`config.mk`:
```
export PLATFORM = sky130hd
export DESIGN_NAME = gyro_motion_to_pointer_packets_core
export DESIGN_NICKNAME = d
export VERILOG_FILES = /design/src/hdl/gmp_pkg.sv /design/src/hdl/gmp_scale.sv /design/src/hdl/gmp_serial.sv /design/src/hdl/gyro_motion_to_pointer_packets_core.sv
export SDC_FILE = /design/constraint.sdc
export NUM_CORES = 2
export LEC_CHECK = 0
export ABC_AREA = 1
export BUFFER_PORTS_ARGS = -buffer_cell sky130_fd_sc_hd__buf_2
export CORE_UTILIZATION = 27
export DETAILED_ROUTE_END_ITERATION = 8
export GPL_TIMING_DRIVEN = 0
export PLACE_DENSITY = 0.42
export RECOVER_POWER = 50
export SETUP_SLACK_MARGIN = 0.4
export SLEW_MARGIN = 20
export SYNTH_ARGS = -nofsm -noshare
export SYNTH_HDL_FRONTEND = slang
export SYNTH_SLANG_ARGS = --single-unit
export TNS_END_PERCENT = 5
```
`constraint.sdc`:
```
create_clock -name clock -period 7 [get_ports clock]
set_input_delay 0.7 -clock clock [delete_from_list [all_inputs] [get_ports clock]]
set_output_delay 0.7 -clock clock [all_outputs]
set_load 0.02 [all_outputs]
```
`src/hdl/gmp_pkg.sv`:
```
// gmp_pkg: widths, register indexes, packet constants and the packet record
// shared by the gyro pointer core and its parts. No dependencies.
package gmp_pkg;

   // field and datapath widths
   localparam int RATE_W = 16;
   localparam int SUM_W  = 24;
   localparam int DEV_W  = 25;
   localparam int CNT_W  = 7;
   localparam int DZ_W   = 23;
   localparam int GAIN_W = 16;
   localparam int CODE_W = 16;
   localparam int BYTE_W = 8;
   localparam int PROD_W = DEV_W + GAIN_W;
   localparam int SHIFT  = 24;
   localparam int VAL_W  = PROD_W - SHIFT;
   localparam int CSR_IDX_W = 1;
   localparam int CSR_DAT_W = DZ_W;

   // register indexes
   localparam logic [CSR_IDX_W-1:0] REG_DEAD_ZONE = 1'd0;
   localparam logic [CSR_IDX_W-1:0] REG_GAIN      = 1'd1;

   // register reset values
   localparam logic [DZ_W-1:0]   DEAD_ZONE_RST = 23'd19650;
   localparam logic [GAIN_W-1:0] GAIN_RST      = 16'd1025;

   // packet bytes
   localparam logic [BYTE_W-1:0] HDR_BYTE = 8'hFF;
   localparam logic [BYTE_W-1:0] TYPE_X   = 8'h00;
   localparam logic [BYTE_W-1:0] TYPE_Z   = 8'h01;

   // int16 saturation limits on the magnitude
   localparam logic [VAL_W-1:0] POS_LIMIT = 17'd32767;
   localparam logic [VAL_W-1:0] NEG_LIMIT = 17'd32768;

   // one sample's worth of packets waiting to be sent
   typedef struct packed {
      logic              emit_x;
      logic              emit_z;
      logic [CODE_W-1:0] code_x;
      logic [CODE_W-1:0] code_z;
   } pkt_type;

endpackage

```
`src/hdl/gmp_scale.sv`:
```
// gmp_scale: dead-zone test, gain scaling and int16 saturation for one axis.
// Depends on gmp_pkg.
module gmp_scale
   import gmp_pkg::*;
(
   input  logic [DEV_W-1:0]  mag,
   input  logic              neg,
   input  logic [DZ_W-1:0]   dead_zone,
   input  logic [GAIN_W-1:0] gain,
   output logic              emit,
   output logic [CODE_W-1:0] code
);

   logic [PROD_W-1:0] prod;
   logic [VAL_W-1:0]  val;
   logic [VAL_W-1:0]  sat;
   logic [VAL_W-1:0]  neg_sat;

   // over the dead zone only when strictly greater
   assign emit = mag > DEV_W'(dead_zone);

   // scale and truncate toward zero on the magnitude
   assign prod = PROD_W'(mag) * PROD_W'(gain);
   assign val  = prod[PROD_W-1:SHIFT];

   // clamp then restore the sign as two's complement
   always_comb begin
      if (neg) begin
         sat = (val > NEG_LIMIT) ? NEG_LIMIT : val;
      end else begin
         sat = (val > POS_LIMIT) ? POS_LIMIT : val;
      end
      neg_sat = VAL_W'(0) - sat;
      code    = neg ? neg_sat[CODE_W-1:0] : sat[CODE_W-1:0];
   end

endmodule

```
`src/hdl/gmp_serial.sv`:
```
// gmp_serial: packet register and byte serialiser for the result channel.
// Depends on gmp_pkg.
module gmp_serial
   import gmp_pkg::*;
(
   input  logic              clock,
   input  logic              reset,
   input  logic              load,
   input  pkt_type           pkt,
   output logic              free,
   output logic              rsp_valid,
   input  logic              rsp_stall,
   output logic [BYTE_W-1:0] rsp_packet_byte,
   output logic              rsp_last_byte
);

   logic        vld_ff, vld_in;
   logic [2:0]  idx_ff, idx_in;
   pkt_type     pkt_ff, pkt_in;
   logic        xfer;
   logic [CODE_W-1:0] code;

   assign rsp_valid     = vld_ff;
   assign xfer          = vld_ff && !rsp_stall;
   // the Z packet is the final one when present
   assign rsp_last_byte = (idx_ff == 3'd7) || (idx_ff == 3'd3 && !pkt_ff.emit_z);
   assign free          = !vld_ff || (xfer && rsp_last_byte);

   // byte select within the current packet
   assign code = idx_ff[2] ? pkt_ff.code_z : pkt_ff.code_x;
   always_comb begin
      case (idx_ff[1:0])
         2'd0:    rsp_packet_byte = HDR_BYTE;
         2'd1:    rsp_packet_byte = idx_ff[2] ? TYPE_Z : TYPE_X;
         2'd2:    rsp_packet_byte = code[7:0];
         default: rsp_packet_byte = code[15:8];
      endcase
   end

   // next state: load a fresh record or step through the bytes
   always_comb begin
      vld_in = vld_ff;
      idx_in = idx_ff;
      pkt_in = pkt_ff;
      if (load) begin
         vld_in = 1'b1;
         idx_in = pkt.emit_x ? 3'd0 : 3'd4;
         pkt_in = pkt;
      end else if (xfer) begin
         if (rsp_last_byte) begin
            vld_in = 1'b0;
         end else begin
            idx_in = idx_ff + 3'd1;
         end
      end
   end

   always_ff @(posedge clock) begin
      if (reset) begin
         vld_ff <= 1'b0;
         idx_ff <= 3'd0;
      end else begin
         vld_ff <= vld_in;
         idx_ff <= idx_in;
      end
      pkt_ff <= pkt_in;
   end

endmodule

```
`src/hdl/gyro_motion_to_pointer_packets_core.sv`:
```
// gyro_motion_to_pointer_packets_core: bias calibration, dead zone and packet
// output for gyro X/Z samples. Depends on gmp_pkg, gmp_scale and gmp_serial.
//
// Usage: samples (rate_x, rate_z, recalibrate) arrive on the req_ channel and
// packet bytes leave on the rsp_ channel, one byte per transfer, with
// last_byte set on the final byte a sample causes. A sample causes 0, 4 or 8
// bytes: FF, axis type, value low byte, value high byte; X before Z.
// After reset, and from any sample flagged recalibrate, CAL samples are
// summed as the bias and cause no bytes. The csr_ port writes dead_zone
// (index 0) and gain (index 1); reset loads 19650 and 1025 and clears the
// bias sums and the calibration count, so calibration starts afresh.
// A sample that causes bytes passes from the input register through the
// deviation register to the packet register, from which its bytes leave.
// Throughput: one sample per cycle while samples cause no bytes; otherwise
// the single-byte output port sets the pace. One sample is held in each of
// the input and deviation registers while bytes drain. A stall on rsp_
// holds the current byte and, once those registers are full, raises
// req_stall.
module gyro_motion_to_pointer_packets_core
   import gmp_pkg::*;
#(
   parameter int CAL = 100
)(
   input  logic                    clock,
   input  logic                    reset,
   input  logic                    req_valid,
   output logic                    req_stall,
   input  logic signed [RATE_W-1:0] req_rate_x,
   input  logic signed [RATE_W-1:0] req_rate_z,
   input  logic                    req_recalibrate,
   output logic                    rsp_valid,
   input  logic                    rsp_stall,
   output logic [BYTE_W-1:0]       rsp_packet_byte,
   output logic                    rsp_last_byte,
   input  logic                    csr_wr_en,
   input  logic [CSR_IDX_W-1:0]    csr_index,
   input  logic [CSR_DAT_W-1:0]    csr_wdata
);

   localparam logic [CNT_W-1:0]         CAL_CNT = CNT_W'(CAL);
   localparam logic signed [DEV_W-1:0]  CAL_S   = DEV_W'(CAL);

   // configuration registers
   logic [DZ_W-1:0]   dead_zone_ff;
   logic [GAIN_W-1:0] gain_ff;

   // input register
   logic                     in_vld_ff, in_vld_in;
   logic signed [RATE_W-1:0] rx_ff, rz_ff;
   logic                     recal_ff;
   logic                     in_adv;

   // calibration state
   logic [SUM_W-1:0] sum_x_ff, sum_x_in, sum_z_ff, sum_z_in;
   logic [CNT_W-1:0] cnt_ff, cnt_in;

   // deviation register
   logic             mid_vld_ff, mid_vld_in;
   logic [DEV_W-1:0] mag_x_ff, mag_x_in, mag_z_ff, mag_z_in;
   logic             neg_x_ff, neg_x_in, neg_z_ff, neg_z_in;
   logic             mid_adv;

   // stage working values
   logic [SUM_W-1:0]        base_x, base_z;
   logic [CNT_W-1:0]        base_cnt;
   logic                    calibrating;
   logic signed [DEV_W-1:0] rx_cal, rz_cal, dev_x, dev_z;

   pkt_type pkt;
   logic    pk_free;
   logic    pk_load;

   // configuration writes
   always_ff @(posedge clock) begin
      if (reset) begin
         dead_zone_ff <= DEAD_ZONE_RST;
         gain_ff      <= GAIN_RST;
      end else if (csr_wr_en) begin
         unique case (csr_index)
            REG_DEAD_ZONE: dead_zone_ff <= csr_wdata[DZ_W-1:0];
            REG_GAIN:      gain_ff      <= csr_wdata[GAIN_W-1:0];
            default:       ;
         endcase
      end
   end

   // pipeline flow control
   assign mid_adv   = mid_vld_ff && pk_free;
   assign in_adv    = in_vld_ff && (!mid_vld_ff || mid_adv);
   assign req_stall = in_vld_ff && !in_adv;

   // input register takes a transfer whenever it is empty or moving on
   assign in_vld_in = (req_valid && !req_stall) || (in_vld_ff && !in_adv);
   always_ff @(posedge clock) begin
      if (reset) begin
         in_vld_ff <= 1'b0;
      end else begin
         in_vld_ff <= in_vld_in;
      end
      if (req_valid && !req_stall) begin
         rx_ff    <= req_rate_x;
         rz_ff    <= req_rate_z;
         recal_ff <= req_recalibrate;
      end
   end

   // calibration update and deviation per axis
   always_comb begin
      base_x      = recal_ff ? '0 : sum_x_ff;
      base_z      = recal_ff ? '0 : sum_z_ff;
      base_cnt    = recal_ff ? '0 : cnt_ff;
      calibrating = base_cnt < CAL_CNT;

      rx_cal = DEV_W'(rx_ff) * CAL_S;
      rz_cal = DEV_W'(rz_ff) * CAL_S;
      // X is negated
      dev_x  = DEV_W'($signed(sum_x_ff)) - rx_cal;
      dev_z  = rz_cal - DEV_W'($signed(sum_z_ff));

      sum_x_in   = sum_x_ff;
      sum_z_in   = sum_z_ff;
      cnt_in     = cnt_ff;
      mid_vld_in = mid_vld_ff && !mid_adv;
      if (in_adv) begin
         if (calibrating) begin
            sum_x_in = base_x + SUM_W'(rx_ff);
            sum_z_in = base_z + SUM_W'(rz_ff);
            cnt_in   = base_cnt + CNT_W'(1);
         end else begin
            mid_vld_in = 1'b1;
         end
      end

      neg_x_in = dev_x[DEV_W-1];
      neg_z_in = dev_z[DEV_W-1];
      mag_x_in = neg_x_in ? DEV_W'(-dev_x) : DEV_W'(dev_x);
      mag_z_in = neg_z_in ? DEV_W'(-dev_z) : DEV_W'(dev_z);
   end

   always_ff @(posedge clock) begin
      if (reset) begin
         sum_x_ff   <= '0;
         sum_z_ff   <= '0;
         cnt_ff     <= '0;
         mid_vld_ff <= 1'b0;
      end else begin
         sum_x_ff   <= sum_x_in;
         sum_z_ff   <= sum_z_in;
         cnt_ff     <= cnt_in;
         mid_vld_ff <= mid_vld_in;
      end
      if (in_adv) begin
         mag_x_ff <= mag_x_in;
         mag_z_ff <= mag_z_in;
         neg_x_ff <= neg_x_in;
         neg_z_ff <= neg_z_in;
      end
   end

   // scaling per axis
   gmp_scale u_scale_x (
      .mag       (mag_x_ff),
      .neg       (neg_x_ff),
      .dead_zone (dead_zone_ff),
      .gain      (gain_ff),
      .emit      (pkt.emit_x),
      .code      (pkt.code_x)
   );

   gmp_scale u_scale_z (
      .mag       (mag_z_ff),
      .neg       (neg_z_ff),
      .dead_zone (dead_zone_ff),
      .gain      (gain_ff),
      .emit      (pkt.emit_z),
      .code      (pkt.code_z)
   );

   // samples inside the dead zone on both axes are dropped here
   assign pk_load = mid_adv && (pkt.emit_x || pkt.emit_z);

   gmp_serial u_serial (
      .clock           (clock),
      .reset           (reset),
      .load            (pk_load),
      .pkt             (pkt),
      .free            (pk_free),
      .rsp_valid       (rsp_valid),
      .rsp_stall       (rsp_stall),
      .rsp_packet_byte (rsp_packet_byte),
      .rsp_last_byte   (rsp_last_byte)
   );

endmodule

```
==> results.ini <==
[clock_tree]
clock_latency_ns = 0.65
cts_root_buffer = clkbuf_16
cts.path.max_buffers = 3
clk_pin_slew_ns = 0.06
cts_tree = built
cts.sinks = 218
cts-buffers-inserted = 31
h-tree-depth = 1
hold_buffers = 0

[critical_path]
crit_top_cell = nand2_2
critPathKind = flop to flop
critical_path.startpoint_type = flop
slowest_delay_ns = 0.57
crit_arrival_ns = 7.52
worstPathRequired_ns = 7.37
cp_max_fo = 6
cp_slowest_cell = fa_1
cp-end-kind = flop

[grt]
grt_pass1_vias = 40200
grt_util_met3_pct = 1.99
grtUsageMet1_pct = 26.4
grt_use_met2_pct = 31.5
grt_pass1_wl_um = 248000
grt_overflow = 0
antenna_found_initial = 2
busiest_layer = met2
track_usage_pct = 19.3
grt_max_degree = 33

[sta]
tightestPinTransition_ns = 2.12
fin_crit_sh_pct = 102
setup_ws_ns = -0.151
maxSlewViolCount = 33
finalHoldViolations = 0
finalCriticalPeriod_ns = 7.15
rsz0062_at_grt = true
fin_worst_skew_ns = 0.0182
clock.fmax_ghz = 0.140
holdWs_ns = 0.222
setup_viol = 20
relSlewSlack_pct = -41.1

[floorplan]
dieArea_um2 = 171000
io_pins = 73
rows = 150
initial_core_util_pct = 27.3
die_h_um = 413
dieWidth_um = 413
core_area_um2 = 168000

[cells_and_area]
mostFrequentLayoutCell = inv_1
layout.nets = 7658
design_area_um2 = 54700
final_cell_mix = inv_1, nand2_1, fa_1, ha_1, nor2_1
nFillCells = 18000
drive_gt1_share_pct = 12.3
area_growth_pct = 19.7

[synth]
yosys_register_bits = 218
syn_inst = 6232
syn_area_per_cell_um2 = 7.33
synthFlopType = edfxtp_1
synth_edf_count = 118
synth_warnings = 0
async_flop_share_pct = 0
synth_cell_types = 61
syn_area_um2 = 45700
syn-num-nets = 7428
seq_area_frac_synth_pct = 12.1

[hold_path]
min_path_type = primary input to flop

[status]
status = finished with violations
violations = capacitance limit, slew limit, setup timing

[placed_design]
port_buffers = 71
post-dp-hpwl_um = 136000
gp_congestion = 0.878
placed_area_um2 = 49000

[route]
wl_per_cell_um = 18.8
first_pass_iters = 5
detail_route.vias_per_cell = 4.48
drc = 0
dr_total_vias = 39000
wl_um = 163000
final_antenna_net_count = 0
drtIter0Drc = 2357

[flow_run]
max_cap_viol_count = 1

[worst max-delay path, delay by kind of cell, from the launching register on]
kind	cells	cell delay, ns
adder cells (fa/ha/maj)	8	3.60
AND/OR/NAND/NOR	19	1.64
buffers and inverters	7	0.61
flip-flops	1	0.52
AO/OA/AOI/OAI	3	0.51
[cells by family after synthesis]
group / after synthesis / synth area share, %
and+or+nand+nor: 2186 / 19.3
buffers and inverters: 1915 / 15.8
adders and majority gates: 1134 / 42.1
AOI/OAI and AO/OA: 610 / 7.42
DFF: 218 / 12.1
xor gates and xnor gates: 168 / 3.22
muxes: 1 / 0.0247
[per-stage QoR]
stage	instances	setup slack [ns]	util, %	setup TNS (ns)
final	8694	-0.151	32.6	-1.59
after CTS	8679	-0.159	32.3	-1.50
after global routing	8691	-0.493	32.6	-16.99
after floorplan	6232	0.399	-	0
after global placement	8507	-1.87	29.2	-122.60
after detailed placement	8512	-1.62	29.3	-37.08
[synthesized netlist by cell type, types with 100 or more instances]
cell type	count	area (um^2)
a21oi_1	293	1470
clkbuf_1	220	826
dfxtp_1	100	2000
edfxtp_1	118	3540
fa_1	669	13400
ha_1	465	5820
inv_1	1666	6250
nand2_1	1552	5830
nand3_1	138	691
nor2_1	337	1260
o21ai_0	176	881
xor2_1	109	955
[path summary, 6_finish.rpt]
| check | cells past startpoint | startpoint | endpoint | slack, ns |
|---|---|---|---|---|
| hold / removal | 1 | req_rate_z[15] | rz_ff[15] | 0.22 |
| setup reg to reg | 37 | mag_x_ff[20] | u_serial.pkt_ff[26] | -0.15 |
| setup / recovery | 37 | mag_x_ff[20] | u_serial.pkt_ff[26] | -0.15 |
| hold reg to reg | 0 | sum_x_ff[0] | mag_x_ff[0] | 0.47 |
[flip-flops by register name, summed over array words and instances (netlist names)]
signal,flops
sum_z_ff,24
neg_z_ff,1
neg_x_ff,1
sum_x_ff,24
cnt_ff,7
mag_x_ff,25
rx_ff,16
recal_ff,1
u_serial.pkt_ff,33
gain_ff,16
mid_vld_ff,1
in_vld_ff,1
mag_z_ff,25
u_serial.idx_ff,3
u_serial.rsp_valid,1
rz_ff,16
dead_zone_ff,23
[area by class of cell]
cell class,instances,area [um^2],share of cell area (%)
antenna,3,7.51,0.0137
timing repair buffer,197,1480,2.70
sequential,218,5550,10.2
buffer,242,3130,5.73
tap,2204,2760,5.05
clock inverter,22,280,0.513
multi-input combinational,4099,34400,62.9
inverter,1673,6280,11.5
clock buffer,36,795,1.45
[layer usage]
layer	vias up	routed length [um]
met1	18900	74900
li1	19000	-
met5	-	0
met3	210	8450
met4	0	6640
met2	920	73400
[repair_timing]
item                                   4_1_cts  5_1_grt
gates resized for setup                    735      145
gates cloned                                 3        0
endpoints found under the hold margin        0        0
buffers inserted                           106       12
setup endpoints to repair                   32       35
pin swaps                                   89       65
Power is left out: the tool's default activity adds up to more than one toggle a clock period on the data nets, which glitch-free logic cannot reach.
